File: src/rtl/core/hem_pkg.sv
// ---------------------------------------------------------------------------
// hem_pkg
// Shared types, sizes and codes of the heavy-edge matching core.
// ---------------------------------------------------------------------------
package hem_pkg;

  localparam int MAX_VERTICES = 1024;
  localparam int MAX_EDGES    = 4096;

  // Fixed field widths of the item format.
  localparam int OP_W     = 2;
  localparam int OIDX_W   = 11;
  localparam int OFF_W    = 13;
  localparam int EIDX_W   = 12;
  localparam int NB_W     = 10;
  localparam int WT_W     = 32;
  localparam int VX_W     = 10;
  localparam int STAT_W   = 3;
  localparam int CNT_W    = 11;

  // Storage address widths.
  localparam int VW  = $clog2(MAX_VERTICES);
  localparam int OAW = $clog2(MAX_VERTICES + 1);
  localparam int EAW = (MAX_EDGES > 1) ? $clog2(MAX_EDGES) : 1;

  localparam logic [CNT_W-1:0] VCOUNT_RESET = CNT_W'(1024);
  localparam logic [CNT_W-1:0] PAIRS_MAX    = '1;

  localparam int APB_AW = 3;
  localparam int APB_DW = 32;
  localparam logic REG_VERTEX_COUNT = 1'b0;

  typedef enum logic [OP_W-1:0] {
    OP_CLEAR  = 2'd0,
    OP_OFFSET = 2'd1,
    OP_EDGE   = 2'd2,
    OP_VISIT  = 2'd3
  } op_t;

  typedef enum logic [STAT_W-1:0] {
    ST_DONE    = 3'd0,
    ST_PAIR    = 3'd1,
    ST_ALREADY = 3'd2,
    ST_NONE    = 3'd3,
    ST_RANGE   = 3'd4
  } status_t;

  typedef enum logic [3:0] {
    S_INIT,
    S_IDLE,
    S_CLEAR,
    S_LOOK0,
    S_LOOK1,
    S_LOOK2,
    S_SCAN,
    S_MARK_VV,
    S_MARK_PICK,
    S_RESP
  } state_t;

  typedef struct packed {
    logic [OP_W-1:0]          op;
    logic [OIDX_W-1:0]        offset_index;
    logic [OFF_W-1:0]         offset_value;
    logic [EIDX_W-1:0]        edge_index;
    logic [NB_W-1:0]          edge_neighbor;
    logic signed [WT_W-1:0]   edge_weight;
    logic [VX_W-1:0]          visit_vertex;
  } hem_in_t;

  typedef struct packed {
    logic [STAT_W-1:0] status;
    logic [VX_W-1:0]   matched_vertex;
    logic [VX_W-1:0]   partner_vertex;
    logic [CNT_W-1:0]  pair_count;
  } hem_out_t;

  typedef struct packed {
    logic    accept;
    logic    clear_pairs;
    logic    sweep;
    logic    look_vv;
    logic    look_next;
    logic    take_end;
    logic    scan;
    logic    mark_vv;
    logic    mark_pick;
    logic    load_result;
    status_t res_status;
  } hem_cmd_t;

  typedef struct packed {
    logic sweep_last;
    logic vv_bad;
    logic vv_marked;
    logic scan_idle;
    logic found;
  } hem_stat_t;

endpackage

File: src/rtl/core/hem_ctrl.sv
// ---------------------------------------------------------------------------
// hem_ctrl
// Controller: sequences clear sweeps, table writes and vertex visits, and
// owns the input ready and the output valid.
// ---------------------------------------------------------------------------
module hem_ctrl import hem_pkg::*; (
  input  logic            clk,
  input  logic            rst,
  input  logic            in_valid,
  output logic            in_ready,
  input  logic [OP_W-1:0] in_op,
  output logic            out_valid,
  input  logic            out_ready,
  output hem_cmd_t        cmd,
  input  hem_stat_t       st
);

  state_t  state;
  state_t  state_next;
  status_t code;
  status_t code_next;
  logic    accept;
  logic    load;

  assign in_ready = (state == S_IDLE);
  assign accept   = in_valid && in_ready;
  assign load     = (state == S_RESP) && (!out_valid || out_ready);

  always_ff @(posedge clk) begin
    if (rst) begin
      state     <= S_INIT;
      code      <= ST_DONE;
      out_valid <= 1'b0;
    end else begin
      state <= state_next;
      code  <= code_next;
      if (load) begin
        out_valid <= 1'b1;
      end else if (out_ready) begin
        out_valid <= 1'b0;
      end
    end
  end

  always_comb begin
    state_next = state;
    code_next  = code;
    unique case (state)
      S_INIT: begin
        if (st.sweep_last) state_next = S_IDLE;
      end
      S_IDLE: begin
        if (accept) begin
          unique case (in_op)
            OP_CLEAR:           state_next = S_CLEAR;
            OP_OFFSET, OP_EDGE: begin
              state_next = S_RESP;
              code_next  = ST_DONE;
            end
            OP_VISIT:           state_next = S_LOOK0;
            default:            state_next = S_IDLE;
          endcase
        end
      end
      S_CLEAR: begin
        if (st.sweep_last) begin
          state_next = S_RESP;
          code_next  = ST_DONE;
        end
      end
      S_LOOK0: begin
        if (st.vv_bad) begin
          state_next = S_RESP;
          code_next  = ST_RANGE;
        end else begin
          state_next = S_LOOK1;
        end
      end
      S_LOOK1: begin
        if (st.vv_marked) begin
          state_next = S_RESP;
          code_next  = ST_ALREADY;
        end else begin
          state_next = S_LOOK2;
        end
      end
      S_LOOK2: state_next = S_SCAN;
      S_SCAN: begin
        if (st.scan_idle) begin
          if (st.found) begin
            state_next = S_MARK_VV;
          end else begin
            state_next = S_RESP;
            code_next  = ST_NONE;
          end
        end
      end
      S_MARK_VV:   state_next = S_MARK_PICK;
      S_MARK_PICK: begin
        state_next = S_RESP;
        code_next  = ST_PAIR;
      end
      S_RESP: begin
        if (load) state_next = S_IDLE;
      end
      default: state_next = S_INIT;
    endcase
  end

  always_comb begin
    cmd             = '0;
    cmd.res_status  = code;
    cmd.accept      = accept;
    cmd.clear_pairs = accept && (in_op == OP_CLEAR);
    cmd.load_result = load;
    unique case (state)
      S_INIT, S_CLEAR: cmd.sweep     = 1'b1;
      S_LOOK0:         cmd.look_vv   = 1'b1;
      S_LOOK1:         cmd.look_next = 1'b1;
      S_LOOK2:         cmd.take_end  = 1'b1;
      S_SCAN:          cmd.scan      = 1'b1;
      S_MARK_VV:       cmd.mark_vv   = 1'b1;
      S_MARK_PICK:     cmd.mark_pick = 1'b1;
      default:         cmd.sweep     = 1'b0;
    endcase
  end

  assert property (@(posedge clk) disable iff (rst)
                   (state == S_MARK_PICK) |-> ($past(state) == S_MARK_VV))
    else $error("Partner marked without marking the visited vertex first.");

  assert property (@(posedge clk) disable iff (rst)
                   (state == S_SCAN && st.scan_idle && st.found) |=> (state == S_MARK_VV))
    else $error("Finished scan with a candidate did not go on to marking.");

  assert property (@(posedge clk) disable iff (rst)
                   load |=> (out_valid && cmd.res_status == $past(code)))
    else $error("Result loaded without raising the output valid.");

endmodule

File: config.mk
export PLATFORM = sky130hd
export DESIGN_NAME = hem_ctrl
export DESIGN_NICKNAME = d
export VERILOG_FILES = /design/src/rtl/core/hem_pkg.sv /design/src/rtl/core/hem_ctrl.sv
export SDC_FILE = /design/constraint.sdc
export NUM_CORES = 1
export LEC_CHECK = 0
export ABC_AREA = 1
export BUFFER_PORTS_ARGS = -buffer_cell sky130_fd_sc_hd__buf_2
export CORE_MARGIN = 4
export CORE_UTILIZATION = 47
export CTS_CLUSTER_DIAMETER = 120
export DETAILED_ROUTE_END_ITERATION = 10
export PLACE_DENSITY = 0.77
export SYNTH_ARGS = -nofsm -noshare
export SYNTH_HDL_FRONTEND = slang
export SYNTH_SLANG_ARGS = --single-unit
File: constraint.sdc
create_clock -name clk -period 1.4 [get_ports clk]
set_input_delay 0.42 -clock clk [delete_from_list [all_inputs] [get_ports clk]]
set_output_delay 0.42 -clock clk [all_outputs]
set_load 0.05 [all_outputs]
==> metrics.txt, run 1 <==
sequential-to-total area share from yosys stat about 23%; clk sink count 8; met2 WL 1378 µm; post-route setup slack -0.2574 ns; Psw roughly 720 µW; Yosys cell types 19; drt initial violations 62; largest net degree at the start of global routing 8; Sw Ratio between 40% and 50%; root buf cell clkbuf_4; Final ANT Viol Nets 0; WL final 2634 µm; RSZ-0062 raised after global routing yes; CP Max Fanout 4; clk_lat worst skew between 0.2 and 0.3 ns; Slew Viols, Final 0; fillers 70; CORE AREA 1350 µm²; HPWL Detailed 1733 µm; Cell Rows 13; global-route wire length before repair around 3900 µm; CP arrival roughly 1.2 ns; Startpoint Class flip-flop; status finished with violations; failing checks setup timing; period utilization 118.4%; Power Density approximately 1200 nW/µm²; syn avg cell area approximately 5.8 µm²; post-route setup TNS -2.197 ns; combinational power share approximately two thirds; initial antenna violation count 0; hold_buf cts 0; Setup WS pre-CTS -0.2105 ns; internal power 722.6 µW; DIE HEIGHT between 40 and 50 µm; DRC viols 0; Worst-path clk slew around 0.060 ns; Synth Warn # 0; routability cong. a little under 0.9; vias in the first global route 921; Final Hold Fails 0; Synthesized Nets 135; Area Overhead vs Synth 72.73%; Final min period approximately 1.7 ns; Yosys reg bits 8; met1 wire length between 900 and 1000 µm; Sequential Power Share a little over a fifth; Post-Route Skew between 0.006 and 0.007 ns; final setup vio count 15; ant diodes 0; Overflow after GRT 0; DR vias around 1,000; Rel. slew slack roughly 83%; TritonCTS clock tree built; clock tree buffer depth 2; DRT Pass-1 Iters 7; Max Cap Violations 0; wire per inst between 10 and 15 µm; clock share of power between 10 and 15%; hold crit path type in -> reg; Post-Synthesis Cells 122; total track usage 24.63%; LEAKAGE a little under 0.0007 µW; worst r2r src state[1]; Initial Util 51.99%; hold path start rst; DR top layer met4; WL met3 205 µm; CTS Buf Count 3; layout cells sized above 1 between 50% and 60%; Critical Path RT between 0.9 and 1 ns; die area ~2200 µm²; Worst R2R Setup Slack -0.06 ns; Vias per Instance approximately 5.5; CP startpoint state[3]; fmax 0.6033 GHz; H-tree depth 1; port bufs 25; x dimension of the die around 47 µm; Worst VDD drop 894.8 µV; endpoint type of the worst setup path primary output; Nets 182; slew of the pin with the lowest slew margin 0.2543 ns; Crit Path Class reg -> out; mapped cell area between 700 and 800 µm²; # IOs 26
[power groups by stage]
stage | Clock [µW] | Combinational, µW | Sequential (µW)
floorplan | 0 | 444 | 414
global placement | 0 | 773 | 312
detailed placement | 0 | 790 | 316
CTS | 183 | 889 | 311
global route | 196 | 1020 | 319
finish | 177 | 951 | 316
[cell usage after synthesis, drive strengths merged]
| cell | n | area share (%) |
|---|---|---|
| a211oi | 1 | 1.1 |
| dfxtp | 8 | 23 |
| o21ai | 4 | 2.9 |
| o211ai | 1 | 1.1 |
| nand2 | 37 | 24 |
| buf | 2 | 2.1 |
| nor3 | 2 | 1.4 |
| a21oi | 5 | 3.6 |
| nor2 | 26 | 17 |
| inv | 25 | 13 |
| ha | 2 | 3.6 |
| nand4 | 2 | 1.8 |
| nand3 | 6 | 4.3 |
| and3 | 1 | 0.89 |
[path summary, 6_finish.rpt]
| check | to | cells after the start |
|---|---|---|
| max | cmd[11] | 5 |
| min | state[2] | 2 |
| max reg2reg | code[2] | 11 |
| min reg2reg | code[1] | 4 |
[cells by family (layout without fill, tap and decap cells)]
group | Yosys count | in the layout | synth area share [%]
buf+inv | 27 | 72 | 15.51
flops | 8 | 8 | 22.82
compound gates | 11 | 11 | 8.556
fa+ha+maj | 2 | 2 | 3.564
simple gates | 74 | 74 | 49.55
[metrics by stage]
stage / power, µW / util (%) / instance area, µm² / hold slack, ns / cells
floorplan: 858.1 / - / 742.0 / 0.4817 / 122
global placement: 1085 / 74.79 / 1010 / 0.4945 / 179
detailed placement: 1106 / 74.79 / 1010 / 0.5063 / 179
CTS: 1383 / 85.54 / 1155 / 0.3998 / 184
global route: 1532 / 89.81 / 1212 / 0.4009 / 182
finish: 1445 / 89.81 / 1212 / 0.4114 / 182
[worst max-delay path: stages (launching register included)]
cell	delay, ns
dfxtp_2	0.33
inv_4	0.10
nand2_4	0.09
nor2_4	0.13
and3_4	0.20
buf_8	0.14
[layer usage]
layer  vias to the layer above  track usage [%]
met2                        69            46.98
li1                        463                -
met5                         -                0
met1                       460            25.98
met3                        16            7.031
met4                         0            6.077
[cell type report]
type	instances	area (µm²)	share of cell area (%)
tap	15	18.77	1.548
multi-input combinational	87	545.5	44.99
clock buffer	3	22.52	1.858
sequential	8	173.9	14.34
inverter	25	98.84	8.153
timing repair buffer	44	352.8	29.10
[sequential cells by signal, summed over array words and instances (netlist names)]
signal,count
code,3
out_valid,1
state,4
[cell usage in the layout (no fill, tap or decap), types with 4 or more instances in the layout]
| cell | n |
|---|---|
| nand2_4 | 7 |
| nand2_2 | 5 |
| buf_4 | 17 |
| nand2_1 | 25 |
| nor2_4 | 9 |
| buf_2 | 15 |
| buf_8 | 4 |
| nand3_1 | 5 |
| nor2_1 | 14 |
| o21ai_0 | 4 |
| inv_1 | 20 |
| buf_6 | 8 |
[what timing repair did]
action	4_1_cts	5_1_grt
cloned	0	0
hold endpoints to repair	0	0
gates resized for setup	32	18
buffers inserted	2	1
setup endpoints to repair	11	18
pin swaps	8	6
(Power assumes the default switching activity.)
==> inputs of run 2 (changes only) <==
Settings changed: REMOVE_ABC_BUFFERS set to 1.
==> run 2 against run 1 <==
Against the previous run:
- the flow now stops in global routing (5_1_grt)
- synthesized cell count unchanged
- synthesized area is the same
==> metrics.txt, run 2 <==
xor/xnor cell area share of the yosys netlist 0%; CTS Buf Count 3; Main synth FF type dfxtp_1; Post-Synth Adder-Cell Area under 10%; Post-synth EDFFs 0; # IOs 26; port bufs 25; multiplexer area fraction after synthesis 0%; synth cell count leaders 26 x nand2_1, 22 x inv_1, 20 x nor2_1; clock tree buffer depth 2; Simple-Gate Fraction of Synth Area between 40% and 50%; Worst Endpoint after GRT Repair cmd[11]; ys async rst share 0%; Post-Synthesis Cells ~120; root buf cell clkbuf_4; clk sink count 8; worst-path endpoint category output port; Cell Rows 13; status did not finish; x dimension of the die between 40 and 50 µm; largest net degree at the start of global routing 8; routability cong. slightly below 0.9; largest area contributor in the netlist dfxtp_1; compound-gate portion of the synthesized area roughly 8.6%; HPWL Detailed between 1500 and 2000 µm; mapped cell area ~700 µm²; sequential-to-total area share from yosys stat 22.82%; H-tree depth 1; Yosys reg bits 8; share of the synthesized area in the top cell type a little under a quarter; Initial Util between 50 and 60%; Synth area leaders dfxtp_1 23%, nand2_1 14%, inv_1 12%, nor2_1 11%, nand2_2 8.9%; First Err [ERROR DPL-0038] Utilization greater than 100%, impossible to legalize; largest family of logic cells by synthesized area simple AND/OR/NAND/NOR gates; DIE HEIGHT between 40 and 50 µm; hold_buf cts 0; syn avg cell area between 5 and 6 µm²; Failed at global routing (5_1_grt); cell with the most instances after synthesis nand2_1; Yosys cell types 19; Synth Warn # 0; DP Area 1003 µm²
[run 2: cell counts after synthesis]
No cell type changed its count.
[run 2: cells by family after synthesis]
logic type / count (synthesis)
AOI/OAI and AO/OA: 11
buffers and inverters: 27
and+or+nand+nor: 74
DFF: 8
adders and majority gates: 2
[run 2: per-stage QoR]
stage / hold slack, ns / setup WS, ns / std cells
global placement: 0.4928 / -0.1063 / 183
floorplan: 0.4891 / -0.6939 / 120
detailed placement: 0.5031 / -0.1991 / 183
CTS: 0.3852 / -0.2649 / 193
[run 2: what timing repair did]
action,in CTS
setup buffers,7
pin swaps,8
resized for setup,57
endpoints found under the setup margin,14
==> inputs of run 3 (changes only) <==
Settings changed: CORE_AREA set to 4 4 65 67, CORE_MARGIN 4 to unset, CORE_UTILIZATION 47 to unset, CTS_CLUSTER_DIAMETER 120 to unset, DIE_AREA set to 0 0 69 71, PLACE_DENSITY 0.77 to unset, PLACE_DENSITY_LB_ADDON set to 0.15.
==> run 3 against run 2 <==
Against the previous run:
- the flow now finishes, with violations (setup timing)
==> metrics.txt, run 3 (synthesis results as in run 1) <==
total track usage 10.31%; Worst-path clk slew 0.04 ns; ant diodes 0; Regs by FF count state: 4 flops, code: 3 flops, out_valid: 1 flops; CTS Buf Count 3; Power Density ~1200 nW/µm²; Crit Path Class reg -> out; x dimension of the die between 60 and 70 µm; largest net degree at the start of global routing 8; clk_lat worst skew ~0.23 ns; clk sink count 8; hold_buf cts 0; fmax between 0.6 and 0.7 GHz; commonest non-fill, non-tap cell in the layout buf_4; R2R cell count 12; drt initial violations 34; root buf cell clkbuf_8; hold crit path type in -> reg; wire per inst around 11 µm; global-route wire length before repair approximately 4300 µm; failing checks setup timing; # IOs 26; Core Util, Final approximately two fifths; Slew Viols, Final 0; CP Max Fanout 4; TritonCTS clock tree built; Rel. slew slack around four fifths; DRC viols 0; Vias per Instance around 4; initial antenna violation count 0; DRT Pass-1 Iters 4; LEAKAGE 0.0007887 µW; Final Hold Fails 0; post-route setup TNS -1.657 ns; placed cell count approximately 220; slew of the pin with the lowest slew margin ~0.29 ns; die area around 4900 µm²; Post-Route Skew between 0.0006 and 0.0007 ns; period utilization 114.2%; RSZ-0062 raised after global routing yes; Area Overhead vs Synth 107.0%; Non-Filler Instances 227; Overflow after GRT 0; WL final between 2000 and 2500 µm; Worst VDD drop between 300 and 400 µV; fillers ~400; Final ANT Viol Nets 0; CP arrival ~1.2 ns; Initial Util between 10% and 20%; routability cong. between 0.7 and 0.8; layout cells sized above 1 around three fifths; status finished with violations; max reg flops 4; H-tree depth 1; post-route setup slack -0.1981 ns; DIE HEIGHT 71 µm; hold depth 2; endpoint type of the worst setup path primary output; Critical Path RT between 0.9 and 1 ns; Final min period 1.598 ns; Max Cap Violations 0; commonest non-fill, non-tap cells in the layout 24 x buf_4, 20 x inv_1, 19 x nand2_1; DR vias 917; vias in the first global route 970; port bufs 25; Startpoint Class flip-flop; HPWL Detailed ~1800 µm; Nets slightly below 200; CORE AREA 3633 µm²; largest register by flop count state; final setup vio count 14; Cell Rows 22; clock tree buffer depth 2
[run 3: repair_timing]
| action | in CTS | in global routing |
|---|---|---|
| resized for setup | 52 | 38 |
| endpoints found under the setup margin | 12 | 18 |
| setup buffers | 8 | 3 |
| pin swaps | 8 | 21 |
[run 3: routing by layer]
metal | track usage [%] | wire [µm] | vias to the layer above
li1 | - | - | 485
met1 | 11.95 | 1020 | 414
met2 | 19.39 | 1327 | 14
met3 | 1.420 | 42 | 4
met4 | 3.254 | 21 | 0
met5 | 0 | 0 | -
[run 3: report_power, final]
part           leakage (µW)  switching, µW  internal [µW]  total [µW]
Combinational      0.000699            649            473        1120
Clock             0.0000216           89.2            186         275
Sequential        0.0000677           28.3            276         304
[run 3: final timing paths]
| check | start | to | slack (ns) |
|---|---|---|---|
| max | state[3] | cmd[3] | -0.20 |
| min | rst | state[2] | 0.44 |
| min reg2reg | code[1] | code[1] | 0.51 |
| max reg2reg | state[0] | code[2] | -0.03 |
[run 3: cell type report]
| class | count | area (µm²) | area share [%] |
|---|---|---|---|
| multi-input combinational | 87 | 599.3 | 41.26 |
| timing repair buffer | 56 | 475.5 | 32.73 |
| sequential | 8 | 170.2 | 11.71 |
| inverter | 25 | 106.4 | 7.321 |
| tap | 48 | 60.06 | 4.134 |
| clock buffer | 3 | 41.29 | 2.842 |
[run 3: critical path, stage by stage, from the launching register on]
cell	delay, ns
dfxtp_2	0.34
inv_4	0.05
nor2_2	0.14
inv_1	0.08
nor3_2	0.15
buf_6	0.19
[run 3: through the flow]
step | instance area [µm²] | setup WS, ns | total power, µW | hold slack (ns)
after floorplan | 686.9 | -0.6939 | 822.6 | 0.4891
after global placement | 1045 | -0.1841 | 1126 | 0.5101
after detailed placement | 1045 | -0.1507 | 1117 | 0.5089
after CTS | 1305 | -0.1896 | 1586 | 0.4365
after global routing | 1453 | -0.2602 | 1825 | 0.4575
final | 1453 | -0.1981 | 1702 | 0.4392
==> inputs of run 4 (changes only) <==
Settings changed: CELL_PAD_IN_SITES_DETAIL_PLACEMENT set to 1, CELL_PAD_IN_SITES_GLOBAL_PLACEMENT set to 2.
==> run 4 against run 3 <==
Against the previous run:
- design area decreased by 0.69%
- routed wire length increased by 17%
- the run still ends with setup timing left
- via count increased by 7.0%
- flip-flop and latch count unchanged
- fmax decreased by 1.8%
- die area unchanged
- hold slack improved by 0.0013 ns
==> metrics.txt, run 4 (synthesis results as in run 1) <==
Rel. slew slack about four fifths; commonest non-fill, non-tap cells in the layout 27 x buf_4, 18 x inv_1, 18 x nand2_1; Startpoint Class flip-flop; R2R Path End code[1]; DRT Pass-1 Iters 4; layout cells sized above 1 approximately 63%; R2R cell count 11; x dimension of the die slightly below 70 µm; global-route wire length before repair ~4600 µm; CP Max Fanout 4; H-tree depth 1; failing checks setup timing; ant diodes 0; Slew Viols, Final 0; routability cong. 0.7526; RSZ-0062 raised after global routing yes; max reg flops 4; Worst-path clk slew 0.05 ns; CORE AREA roughly 3600 µm²; HPWL Detailed roughly 2100 µm; Post-Route Skew approximately 0.0060 ns; status finished with violations; Overflow after GRT 0; largest register by flop count state; hold crit path type in -> reg; Final ANT Viol Nets 0; DRC viols 0; hold_buf cts 0; TritonCTS clock tree built; commonest non-fill, non-tap cell in the layout buf_4; placed cell count ~210; clock tree buffer depth 2; port bufs 25; period utilization 116.3%; post-route setup slack -0.2275 ns; Initial Util between 10% and 20%; Regs by FF count state: 4 flops, code: 3 flops, out_valid: 1 flops; Vias per Instance around 4.3; Critical Path RT 0.98 ns; WL final ~2800 µm; fmax a little over 0.6 GHz; die area between 4000 and 5000 µm²; CP arrival 1.21 ns; vias in the first global route ~1,100; total track usage 11.56%; hold depth 2; hold path start rst; root buf cell clkbuf_8; Final Hold Fails 0; Area Overhead vs Synth 105.5%; Max Cap Violations 0; wire per inst roughly 12 µm; largest net degree at the start of global routing 8; # IOs 26; Final Instance Area approximately 1400 µm²; Crit Path Class reg -> out; DR vias about 980; initial antenna violation count 0; Worst R2R Setup Slack -0.08 ns; Nets just under 200; CTS Buf Count 3; Power Density about 1200 nW/µm²; clk_lat worst skew about 0.23 ns; final setup vio count 15; drt initial violations 42; slew of the pin with the lowest slew margin 0.2779 ns; Final min period 1.628 ns; worst r2r src state[2]; clk sink count 8; LEAKAGE about 0.00076 µW; Non-Filler Instances around 230; endpoint type of the worst setup path primary output; Cell Rows 22; fillers 475; DIE HEIGHT 71 µm; DP Area 1015 µm²; WHS Endpoint state[3]; Worst VDD drop about 490 µV
## run 4: how the worst max path moves through the flow
stage / startpoint / endpoint / slack, ns
global placement: state[3] / cmd[4] / -0.16
detailed placement: state[3] / cmd[4] / -0.16
floorplan: out_valid / cmd[3] / -0.69
global route: state[1] / cmd[11] / -0.28
finish: state[3] / cmd[11] / -0.23
CTS: state[1] / cmd[4] / -0.22
## run 4: through the flow
step,hold WS (ns),TNS [ns],power (µW),utilization [%],worst slack [ns]
2_1_floorplan,0.4891,-3.694,822.6,-,-0.6939
3_3_place_gp,0.5067,-0.9828,1091,27.93,-0.1601
3_5_place_dp,0.5108,-1.174,1093,27.93,-0.1603
4_1_cts,0.4409,-2.121,1596,36.29,-0.2240
5_1_grt,0.4563,-3.207,1821,39.70,-0.2785
6_report,0.4405,-2.042,1705,39.70,-0.2275
## run 4: timing repair
item	4_1_cts	5_1_grt
resized for setup	58	31
setup endpoints to repair	17	18
pin swaps	19	16
buffers inserted	10	4
## run 4: area by class of cell
cell class	count	area (µm²)	share of cell area, %
Tap cell	48	60.06	4.163
Multi-Input combinational cell	87	588.1	40.76
Clock buffer	3	41.29	2.862
Timing Repair Buffer	57	479.2	33.22
Inverter	25	103.9	7.199
Sequential cell	8	170.2	11.80
## run 4: per-layer routing
metal | share of wire (%) | global-route usage, %
met1 | 39 | 12.35
met2 | 56 | 22.03
met3 | 3.6 | 2.415
met4 | 1.4 | 4.555
met5 | 0 | 0
## run 4: report_power, final
part	internal (µW)	switching, µW	leakage (µW)
clock network	187	95.3	0.0000216
logic	454	661	0.000666
registers	276	31.5	0.0000677
total	917	788	0.000755
## run 4: worst max-delay path, cell delays in order (launching register included)
cell and delay (ns):
dfxtp_2 0.33, inv_4 0.09, nand2_4 0.08, nor2_4 0.12
and3_4 0.20, buf_8 0.14
